==> config.mk <==
export PLATFORM = sky130hd
export DESIGN_NAME = tnzd_ctrl
export DESIGN_NICKNAME = d
export VERILOG_FILES = /design/src/hdl/tnzd_pkg.sv /design/src/hdl/tnzd_ctrl.sv
export SDC_FILE = /design/constraint.sdc
export NUM_CORES = 1
export LEC_CHECK = 0
export BUFFER_PORTS_ARGS = -buffer_cell sky130_fd_sc_hd__buf_4
export CAP_MARGIN = 20
export CORE_ASPECT_RATIO = 2
export CORE_MARGIN = 2
export CORE_UTILIZATION = 40
export CTS_BUF_LIST = sky130_fd_sc_hd__clkbuf_16
export DETAILED_ROUTE_END_ITERATION = 16
export GPL_ROUTABILITY_DRIVEN = 0
export GPL_TIMING_DRIVEN = 0
export PLACE_DENSITY = 0.69
export SLEW_MARGIN = 30
export SYNTH_ARGS = -nofsm -noshare
export SYNTH_HDL_FRONTEND = slang
export SYNTH_SLANG_ARGS = --single-unit
==> constraint.sdc <==
create_clock -name aclk -period 2.8 [get_ports aclk]
set_input_delay 0.42 -clock aclk [delete_from_list [all_inputs] [get_ports aclk]]
set_output_delay 0.42 -clock aclk [all_outputs]
set_load 0.02 [all_outputs]
==> src/hdl/tnzd_pkg.sv <==
// Package for the near-zero dither unit: configuration and command types,
// hash constants and the single-precision add/multiply/round helpers.
// No dependencies.
`timescale 1ns / 1ps

package tnzd_pkg;

    localparam int INDEX_BITS = 32;
    localparam int DIM_BITS   = 16;

    // dither mode codes
    localparam logic [2:0] MODE_OFF        = 3'd0;
    localparam logic [2:0] MODE_CHK_NCHW   = 3'd1;
    localparam logic [2:0] MODE_CHK_NHWC   = 3'd2;
    localparam logic [2:0] MODE_RAND_NCHW  = 3'd3;
    localparam logic [2:0] MODE_RAND_NHWC  = 3'd4;

    // configuration register indexes
    localparam logic [2:0] REG_MODE     = 3'd0;
    localparam logic [2:0] REG_OFS_LOW  = 3'd1;
    localparam logic [2:0] REG_OFS_HIGH = 3'd2;
    localparam logic [2:0] REG_LIMIT    = 3'd3;
    localparam logic [2:0] REG_SEED     = 3'd4;
    localparam logic [2:0] REG_CHANNELS = 3'd5;
    localparam logic [2:0] REG_HEIGHT   = 3'd6;
    localparam logic [2:0] REG_WIDTH    = 3'd7;

    // hash constants
    localparam logic [31:0] K_IDX_HI = 32'h9e3779b9;
    localparam logic [31:0] K_ROW    = 32'h85ebca6b;
    localparam logic [31:0] K_COL    = 32'hc2b2ae35;
    localparam logic [31:0] K_MIX1   = 32'h7feb352d;
    localparam logic [31:0] K_MIX2   = 32'h846ca68b;

    localparam logic [31:0] QNAN_DEFAULT = 32'h7fc00000;
    localparam logic [31:0] QUIET_BIT    = 32'h00400000;

    typedef struct packed {
        logic [2:0]  mode;
        logic [31:0] offset_low;
        logic [31:0] offset_high;
        logic [31:0] limit;
        logic [31:0] seed;
        logic [15:0] channels;
        logic [15:0] height;
        logic [15:0] width;
    } cfg_t;

    // datapath operations issued by the controller
    typedef enum logic [3:0] {
        OP_IDLE, OP_HASH_HI, OP_HASH_Y, OP_HASH_X, OP_MIX1, OP_MIX2, OP_UNIT,
        OP_SPAN_A, OP_ADD_B, OP_MUL_A, OP_MUL_B, OP_DEL_A, OP_DEL_B, OP_SUM_A
    } dp_op_t;

    typedef struct packed {
        logic   load;
        dp_op_t op;
        logic   out_load;
    } dp_cmd_t;

    typedef struct packed {
        logic hit;
        logic rand_sel;
    } dp_status_t;

    // adder intermediate between align/add and normalize/round
    typedef struct packed {
        logic        special;
        logic [31:0] spec;
        logic        sign;
        logic [9:0]  exp;
        logic [27:0] mag;
    } add_mid_t;

    // multiplier intermediate between product and normalize/round
    typedef struct packed {
        logic               special;
        logic [31:0]        spec;
        logic               sign;
        logic signed [10:0] exp;
        logic [47:0]        prod;
    } mul_mid_t;

    function automatic logic is_nan(logic [31:0] x);
        return x[30:0] > 31'h7f800000;
    endfunction

    function automatic logic is_inf(logic [31:0] x);
        return x[30:0] == 31'h7f800000;
    endfunction

    function automatic logic [4:0] lzc24(logic [23:0] m);
        logic [4:0] n;
        n = 5'd24;
        for (int i = 0; i < 24; i++) begin
            if (m[i]) n = 5'(23 - i);
        end
        return n;
    endfunction

    function automatic logic [4:0] lzc27(logic [26:0] m);
        logic [4:0] n;
        n = 5'd27;
        for (int i = 0; i < 27; i++) begin
            if (m[i]) n = 5'(26 - i);
        end
        return n;
    endfunction

    function automatic logic [5:0] lzc48(logic [47:0] m);
        logic [5:0] n;
        n = 6'd48;
        for (int i = 0; i < 48; i++) begin
            if (m[i]) n = 6'(47 - i);
        end
        return n;
    endfunction

    // round to nearest even and pack; m[26:3] mantissa, m[2] guard, m[1:0] sticky
    function automatic logic [31:0] round_pack(logic sign, logic [9:0] e, logic [26:0] m);
        logic        up;
        logic [24:0] r;
        logic [9:0]  field;
        logic [22:0] frac;
        up = m[2] & ((|m[1:0]) | m[3]);
        r  = {1'b0, m[26:3]} + 25'(up);
        if (r[24]) begin
            field = e + 10'd1;
            frac  = 23'd0;
        end else begin
            field = r[23] ? e : 10'd0;
            frac  = r[22:0];
        end
        if (field >= 10'd255) return {sign, 8'hff, 23'd0};
        return {sign, field[7:0], frac};
    endfunction

    // add front half: specials, swap, align, add
    function automatic add_mid_t fadd_pre(logic [31:0] a, logic [31:0] b, logic sub);
        add_mid_t    r;
        logic [31:0] bx, big, sml;
        logic [7:0]  eb, es, d;
        logic [26:0] mb, ms, al;
        logic [27:0] sum;
        r   = '0;
        bx  = sub ? {~b[31], b[30:0]} : b;
        big = (b[30:0] > a[30:0]) ? bx : a;
        sml = (b[30:0] > a[30:0]) ? a : bx;
        eb  = (big[30:23] == 8'd0) ? 8'd1 : big[30:23];
        es  = (sml[30:23] == 8'd0) ? 8'd1 : sml[30:23];
        mb  = {big[30:23] != 8'd0, big[22:0], 3'b000};
        ms  = {sml[30:23] != 8'd0, sml[22:0], 3'b000};
        d   = eb - es;
        if (d >= 8'd27) begin
            al = {26'd0, |ms};
        end else begin
            al = (ms >> d) | 27'(|(ms & ((27'd1 << d) - 27'd1)));
        end
        sum = (big[31] == sml[31]) ? ({1'b0, mb} + {1'b0, al}) : ({1'b0, mb} - {1'b0, al});
        if (is_nan(a)) begin
            r.special = 1'b1;
            r.spec    = a | QUIET_BIT;
        end else if (is_nan(b)) begin
            r.special = 1'b1;
            r.spec    = b | QUIET_BIT;
        end else if (is_inf(a) && is_inf(bx) && (a[31] != bx[31])) begin
            r.special = 1'b1;
            r.spec    = QNAN_DEFAULT;
        end else if (is_inf(a)) begin
            r.special = 1'b1;
            r.spec    = a;
        end else if (is_inf(bx)) begin
            r.special = 1'b1;
            r.spec    = bx;
        end else if (sum == 28'd0) begin
            // exact zero: negative only when both operands are negative
            r.special = 1'b1;
            r.spec    = {big[31] & sml[31], 31'd0};
        end else begin
            r.sign = big[31];
            r.exp  = 10'(eb);
            r.mag  = sum;
        end
        return r;
    endfunction

    // add back half: normalize and round
    function automatic logic [31:0] fadd_post(add_mid_t x);
        logic [4:0]  lz;
        logic [9:0]  sh;
        logic [26:0] m;
        logic [9:0]  e;
        lz = lzc27(x.mag[26:0]);
        sh = (10'(lz) < x.exp - 10'd1) ? 10'(lz) : x.exp - 10'd1;
        if (x.mag[27]) begin
            m = {x.mag[27:2], x.mag[1] | x.mag[0]};
            e = x.exp + 10'd1;
        end else begin
            m = x.mag[26:0] << sh;
            e = x.exp - sh;
        end
        if (x.special) return x.spec;
        return round_pack(x.sign, e, m);
    endfunction

    // multiply front half: specials and mantissa product
    function automatic mul_mid_t fmul_pre(logic [31:0] a, logic [31:0] b);
        mul_mid_t   r;
        logic       az, bz, s;
        logic [7:0] ea, eb;
        s  = a[31] ^ b[31];
        az = (a[30:0] == 31'd0);
        bz = (b[30:0] == 31'd0);
        ea = (a[30:23] == 8'd0) ? 8'd1 : a[30:23];
        eb = (b[30:23] == 8'd0) ? 8'd1 : b[30:23];
        r.special = 1'b1;
        r.spec    = {s, 31'd0};
        r.sign    = s;
        r.exp     = $signed(11'(ea)) + $signed(11'(eb)) - 11'sd127;
        r.prod    = 48'({a[30:23] != 8'd0, a[22:0]}) * 48'({b[30:23] != 8'd0, b[22:0]});
        if (is_nan(a)) begin
            r.spec = a | QUIET_BIT;
        end else if (is_nan(b)) begin
            r.spec = b | QUIET_BIT;
        end else if ((is_inf(a) && bz) || (az && is_inf(b))) begin
            r.spec = QNAN_DEFAULT;
        end else if (is_inf(a) || is_inf(b)) begin
            r.spec = {s, 8'hff, 23'd0};
        end else if (!(az || bz)) begin
            r.special = 1'b0;
        end
        return r;
    endfunction

    function automatic logic [47:0] shr_sticky48(logic [47:0] p, logic [10:0] amt);
        logic [47:0] r;
        if (amt >= 11'd48) begin
            r = {47'd0, |p};
        end else begin
            r = p >> amt;
            r[0] = r[0] | (|(p & ((48'd1 << amt) - 48'd1)));
        end
        return r;
    endfunction

    // multiply back half: normalize (with subnormal range) and round
    function automatic logic [31:0] fmul_post(mul_mid_t x);
        logic [5:0]         lz;
        logic [47:0]        q;
        logic signed [10:0] ee;
        lz = lzc48(x.prod);
        if ($signed(11'(lz)) <= x.exp) begin
            q  = x.prod << lz;
            ee = x.exp + 11'sd1 - $signed(11'(lz));
        end else if (x.exp >= 11'sd0) begin
            q  = x.prod << x.exp[5:0];
            ee = 11'sd1;
        end else begin
            q  = shr_sticky48(x.prod, 11'(-x.exp));
            ee = 11'sd1;
        end
        if (x.special) return x.spec;
        return round_pack(x.sign, 10'(ee), {q[47:24], q[23], q[22], |q[21:0]});
    endfunction

    // counter step: {wrap, next position}
    function automatic logic [DIM_BITS:0] bump(logic [DIM_BITS-1:0] pos, logic [15:0] dim);
        logic [DIM_BITS-1:0] nxt;
        nxt = pos + DIM_BITS'(1);
        if (nxt == '0 || 16'(nxt) >= dim) return {1'b1, {DIM_BITS{1'b0}}};
        return {1'b0, nxt};
    endfunction

endpackage

==> src/hdl/tnzd_ctrl.sv <==
// Sequencer for the near-zero dither unit: walks one item through the hash,
// float and output steps of the datapath. Depends on tnzd_pkg.
`timescale 1ns / 1ps

module tnzd_ctrl (
    input  logic                aclk,
    input  logic                aresetn,
    input  logic                s_tvalid,
    output logic                s_tready,
    input  logic                m_tready,
    output logic                m_tvalid,
    input  tnzd_pkg::dp_status_t status,
    output tnzd_pkg::dp_cmd_t    cmd
);

    typedef enum logic [15:0] {
        ST_IDLE    = 16'h0001,
        ST_HASH_HI = 16'h0002,
        ST_HASH_Y  = 16'h0004,
        ST_HASH_X  = 16'h0008,
        ST_MIX1    = 16'h0010,
        ST_MIX2    = 16'h0020,
        ST_UNIT    = 16'h0040,
        ST_SPAN_A  = 16'h0080,
        ST_SPAN_B  = 16'h0100,
        ST_MUL_A   = 16'h0200,
        ST_MUL_B   = 16'h0400,
        ST_DEL_A   = 16'h0800,
        ST_DEL_B   = 16'h1000,
        ST_SUM_A   = 16'h2000,
        ST_SUM_B   = 16'h4000,
        ST_DONE    = 16'h8000
    } state_t;

    state_t state_reg, state_next;
    logic   out_valid_reg, out_valid_next;

    assign s_tready = (state_reg == ST_IDLE);
    assign m_tvalid = out_valid_reg;

    // next state and datapath command
    always_comb begin
        state_next   = state_reg;
        cmd.load     = 1'b0;
        cmd.op       = tnzd_pkg::OP_IDLE;
        cmd.out_load = 1'b0;
        unique case (state_reg)
            ST_IDLE: begin
                if (s_tvalid) begin
                    cmd.load = 1'b1;
                    if (!status.hit)        state_next = ST_DONE;
                    else if (status.rand_sel) state_next = ST_HASH_HI;
                    else                    state_next = ST_SUM_A;
                end
            end
            ST_HASH_HI: begin cmd.op = tnzd_pkg::OP_HASH_HI; state_next = ST_HASH_Y; end
            ST_HASH_Y:  begin cmd.op = tnzd_pkg::OP_HASH_Y;  state_next = ST_HASH_X; end
            ST_HASH_X:  begin cmd.op = tnzd_pkg::OP_HASH_X;  state_next = ST_MIX1;   end
            ST_MIX1:    begin cmd.op = tnzd_pkg::OP_MIX1;    state_next = ST_MIX2;   end
            ST_MIX2:    begin cmd.op = tnzd_pkg::OP_MIX2;    state_next = ST_UNIT;   end
            ST_UNIT:    begin cmd.op = tnzd_pkg::OP_UNIT;    state_next = ST_SPAN_A; end
            ST_SPAN_A:  begin cmd.op = tnzd_pkg::OP_SPAN_A;  state_next = ST_SPAN_B; end
            ST_SPAN_B:  begin cmd.op = tnzd_pkg::OP_ADD_B;   state_next = ST_MUL_A;  end
            ST_MUL_A:   begin cmd.op = tnzd_pkg::OP_MUL_A;   state_next = ST_MUL_B;  end
            ST_MUL_B:   begin cmd.op = tnzd_pkg::OP_MUL_B;   state_next = ST_DEL_A;  end
            ST_DEL_A:   begin cmd.op = tnzd_pkg::OP_DEL_A;   state_next = ST_DEL_B;  end
            ST_DEL_B:   begin cmd.op = tnzd_pkg::OP_DEL_B;   state_next = ST_SUM_A;  end
            ST_SUM_A:   begin cmd.op = tnzd_pkg::OP_SUM_A;   state_next = ST_SUM_B;  end
            ST_SUM_B:   begin cmd.op = tnzd_pkg::OP_ADD_B;   state_next = ST_DONE;   end
            ST_DONE: begin
                // hand the result to the output register once it is free
                if (!out_valid_reg || m_tready) begin
                    cmd.out_load = 1'b1;
                    state_next   = ST_IDLE;
                end
            end
            default: state_next = ST_IDLE;
        endcase
    end

    // output valid
    always_comb begin
        out_valid_next = out_valid_reg;
        if (cmd.out_load)  out_valid_next = 1'b1;
        else if (m_tready) out_valid_next = 1'b0;
    end

    always_ff @(posedge aclk) begin
        if (!aresetn) begin
            state_reg     <= ST_IDLE;
            out_valid_reg <= 1'b0;
        end else begin
            state_reg     <= state_next;
            out_valid_reg <= out_valid_next;
        end
    end

endmodule

* Yosys cells after proc, flatten, opt, wreduce, memory -nomap -nowiden
Cells that the tools add are included.
Word-level totals: bits in registers 17, word-level logic and storage cells 37, output and inout bits 8, input port bits 6
Cells by class: reductions and logical operators 5, multiplexer cells 12, eq/ne operators 18
Operators with widths (number):
- $pmux W16 S16 | 1
- $pmux W4 S13 | 1
- $mux W16 | 3
- $eq A16 B1 Y1 const B | 1
- $eq A16 B10 Y1 const B | 1
- $eq A16 B11 Y1 const B | 1
- $eq A16 B12 Y1 const B | 1
- $eq A16 B13 Y1 const B | 1
- $eq A16 B14 Y1 const B | 1
- $eq A16 B15 Y1 const B | 1
- $eq A16 B16 Y1 const B | 1
- $eq A16 B2 Y1 const B | 1
- $eq A16 B3 Y1 const B | 1
- $eq A16 B4 Y1 const B | 1
- $eq A16 B5 Y1 const B | 1
- $eq A16 B6 Y1 const B | 1
- $eq A16 B7 Y1 const B | 1
- $eq A16 B8 Y1 const B | 1
- $eq A16 B9 Y1 const B | 1
- $mux W14 | 1
- $mux W1 | 6
- $ne A2 B2 Y1 const B | 2
- $reduce_and A2 Y1 | 1
- $reduce_bool A2 Y1 | 1
- other kinds (3) | 3

* Depth between registers and ports, before layout
depth after elaboration 5, mapped depth 7, mapped depth without buffers 5

* Worst setup path after synthesis
No wires, ideal clock.
path kind reg2out, from register state_reg[0], to output cmd[1] (netlist bit), buffers on the path 1, required time 2380 ps, path slack 548 ps, arrival time 1832 ps, stages on the path, launching flop included 7, path through dfxtp_1 -> buf_6 -> nor4_4 -> nand4b_2 -> or2_1 -> or3b_4 -> nand4b_1
RTL lines:
- start, declared | line tnzd_ctrl.sv:35 | state_t state_reg, state_next;
- start signal, assigned | line tnzd_ctrl.sv:93 | state_reg <= state_next;
- end, declared | line tnzd_ctrl.sv:13 | output tnzd_pkg::dp_cmd_t cmd

==> summary.md <==
| Metric | Value |
|---|---|
| Area contributors post-synth | `dfxtp_1 (33%), nand3b_1 (5.1%), nor3_1 (4.3%)` |
| Max H-tree Level | `1` |
| Clock root cell | `clkbuf_16` |
| Fin crit period | `2.75 ns` |
| Overall die height | `76.0 um` |
| Number of warning messages in the yosys log | `0` |
| Global-route wire length before repair | `3.86 mm` |
| DR pass1 iterations | `4` |
| Max cap viols | `0` |
| WS Path Type | `reg2out` |
| Largest family of logic cells by synthesized area | `simple AND/OR/NAND/NOR gates` |
| Slew Viols, Final | `0` |
| Synth Area in Compound Gates | `0.0929` |
| Initial core utilization | `0.414` |
| Clock sink count | `17` |
| Area leader, netlist | `dfxtp_1` |
| Synth top cells by count | `dfxtp_1 (17), nor2_1 (12), nand2_1 (9), nor3_1 (9), nand3b_1 (7)` |
| Synth Instances | `115` |
| Cell Pwr Density | `592 mW/mm^2` |
| Remaining DRCs | `0` |
| Clk Latency, worst-skew pair | `0.25 ns` |
| Hold bufs inserted after CTS | `0` |
| Layout cell share with drive strength beyond 1 | `0.291` |
| Iteration-0 DRC Markers | `31` |
| Synth Net Count | `121` |
| ANT cells | `0` |
| R2r setup slk | `0.78 ns` |
| Mux cell area share after synthesis | `0` |
| Top Ports | `14` |
| Final setup violation count | `0` |
| Core footprint | `0.00250 mm^2` |
| Slowest CP cell | `nor4_2` |
| Slowest cell delay on critical path | `0.46 ns` |
| Worst-path cell chain | `clkbuf_4 -> nor4_2 -> nand4b_2 -> or2_1 -> or3b_4 -> nand4b_1 -> buf_4` |
| Slew HR | `0.693` |
| Syn Std Cell Area | `0.00104 mm^2` |
| Fmax | `364 MHz` |
| CP startpoint kind | `flop` |
| Die width | `40.0 um` |
| Final ANT Viol Nets | `0` |
| Synth Register Bits | `17` |
| Worst-Margin Slew | `0.456 ns` |
| Largest net degree at the start of global routing | `11` |
| Xor/xnor cell area share of the yosys netlist | `0.0591` |
| Pre-CTS setup slack | `0.353 ns` |
| LEAKAGE | `0.499 nW` |
| Final HPWL DP | `2.01 mm` |
| Status | `complete, no violations` |
| CTS buffer count | `3` |
| Dominant synthesized flop cell | `dfxtp_1` |
| Non-Filler Instances | `162` |
| Total gr overflow | `0` |
| Area growth from synthesis to layout | `22.8%` |
| Core occupancy in the finished layout | `0.508` |
| DR WL/cell | `16.0 um` |
| Fin crit share | `0.982` |
| Async S/R FF share, synth | `0` |
| EDFF count, synth | `0` |
| Die area | `0.00304 mm^2` |
| Clock transition at the registers of the reported paths | `0.05 ns` |
| Final WS setup | `0.0493 ns` |
| Initial antenna violation count | `0` |
| CP arrival | `2.33 ns` |
| Vias in the first global route | `908` |
| Final nets | `141` |
| Via count | `957` |
| Critical path required time | `2.38 ns` |
| Setup TNS | `0 ns` |
| Drt via density | `5.91` |
| Post-Synth Adder-Cell Area | `0` |
| Hold Path Class | `in2reg` |
| Mean Syn Cell Area | `9.02 um^2` |
| CP max FO | `7` |
| Max FFs per register | `16` |
| GRT Total Usage | `0.182` |
| Worst hold slack | `0.414 ns` |
| Placed Cells | `156` |
| Post-synthesis simple-gate area fraction | `0.450` |
| Num rows | `26` |
| Final Hold Viols | `0` |
| Crit end category | `output pin` |
| Sequential area share after synthesis | `0.328` |
| Maximum vdd drop | `0.000355 V` |
| Share of the synthesized area in the top cell type | `0.328` |
| Clock Tree Buf Depth | `2` |
| Clk_skew | `0.00315 ns` |
| Yosys cell types | `46` |
| Count leader, synth | `dfxtp_1` |
| Port bufs | `13` |
| Post-Route WL | `2.59 mm` |
| CTS tree | `done` |
[cell usage in the layout, fill, tap and decap left out, types with 3 or more instances in the layout]
| master | n |
|---|---|
| nor4_4 | 3 |
| buf_4 | 16 |
| xnor2_1 | 5 |
| nor2_1 | 12 |
| clkbuf_16 | 3 |
| nand3b_1 | 7 |
| nor4b_1 | 3 |
| nand2_1 | 9 |
| dfxtp_1 | 17 |
| nand3_1 | 6 |
| nor3_1 | 9 |
[metrics by stage]
stage	instance area (um^2)	power [mW]
2_1_floorplan	1040	0.408
3_3_place_gp	1170	0.462
3_5_place_dp	1170	0.465
4_1_cts	1250	0.755
5_1_grt	1270	0.792
6_report	1270	0.754
[final timing paths]
kind,startpoint,end,depth (start not counted)
max,state_reg[13]$_SDFFE_PN0P_,cmd[1],7
min,status[0],state_reg[1]$_SDFFE_PN0P_,3
max reg2reg,state_reg[13]$_SDFFE_PN0P_,state_reg[6]$_SDFFE_PN0P_,7
min reg2reg,m_tvalid$_SDFFE_PN0P_,m_tvalid$_SDFFE_PN0P_,2
[power breakdown]
part | switching [mW] | internal [mW] | total (mW)
Clock | 0.0945 | 0.191 | 0.286
Sequential | 0.00773 | 0.252 | 0.260
Combinational | 0.120 | 0.0885 | 0.208
Total | 0.222 | 0.532 | 0.754
[logic make-up (layout without fill, tap and decap cells)]
| kind of cell | after synthesis | after routing |
|---|---|---|
| buffers and inverters | 7 | 26 |
| and+or+nand+nor | 71 | 71 |
| AOI/OAI and AO/OA | 13 | 13 |
| xor gates and xnor gates | 7 | 7 |
| DFF | 17 | 17 |
[repair_timing]
item / in CTS / in global routing
setup buffers: 0 / 2
endpoints found under the hold margin: 0 / 0
resized for setup: 0 / 1
setup endpoints to repair: 0 / 1
[final cells by class]
type | count | area (um^2)
inverter | 1 | 3.75
clock inverter | 1 | 5.00
fill | 238 | 1230
buffer | 6 | 68.8
clock buffer | 3 | 75.1
timing repair buffer | 15 | 113
multi-input combinational | 91 | 633
tap | 28 | 35.0
sequential | 17 | 340
[per-layer routing]
metal / routed length, um / share of wire / GRT usage
met1: 881 / 0.34 / 0.166
met4: 93 / 0.036 / 0.124
met5: 0 / 0 / 0
met3: 117 / 0.045 / 0.0379
met2: 1500 / 0.58 / 0.315
[worst max-delay path: cells and delay by family, from the launching register on]
kind | cells | cell delay, ns
buffers and inverters | 2 | 0.31
DFF | 1 | 0.29
and+or+nand+nor | 5 | 1.48
No activity file was read; power rests on OpenSTA's default activity.
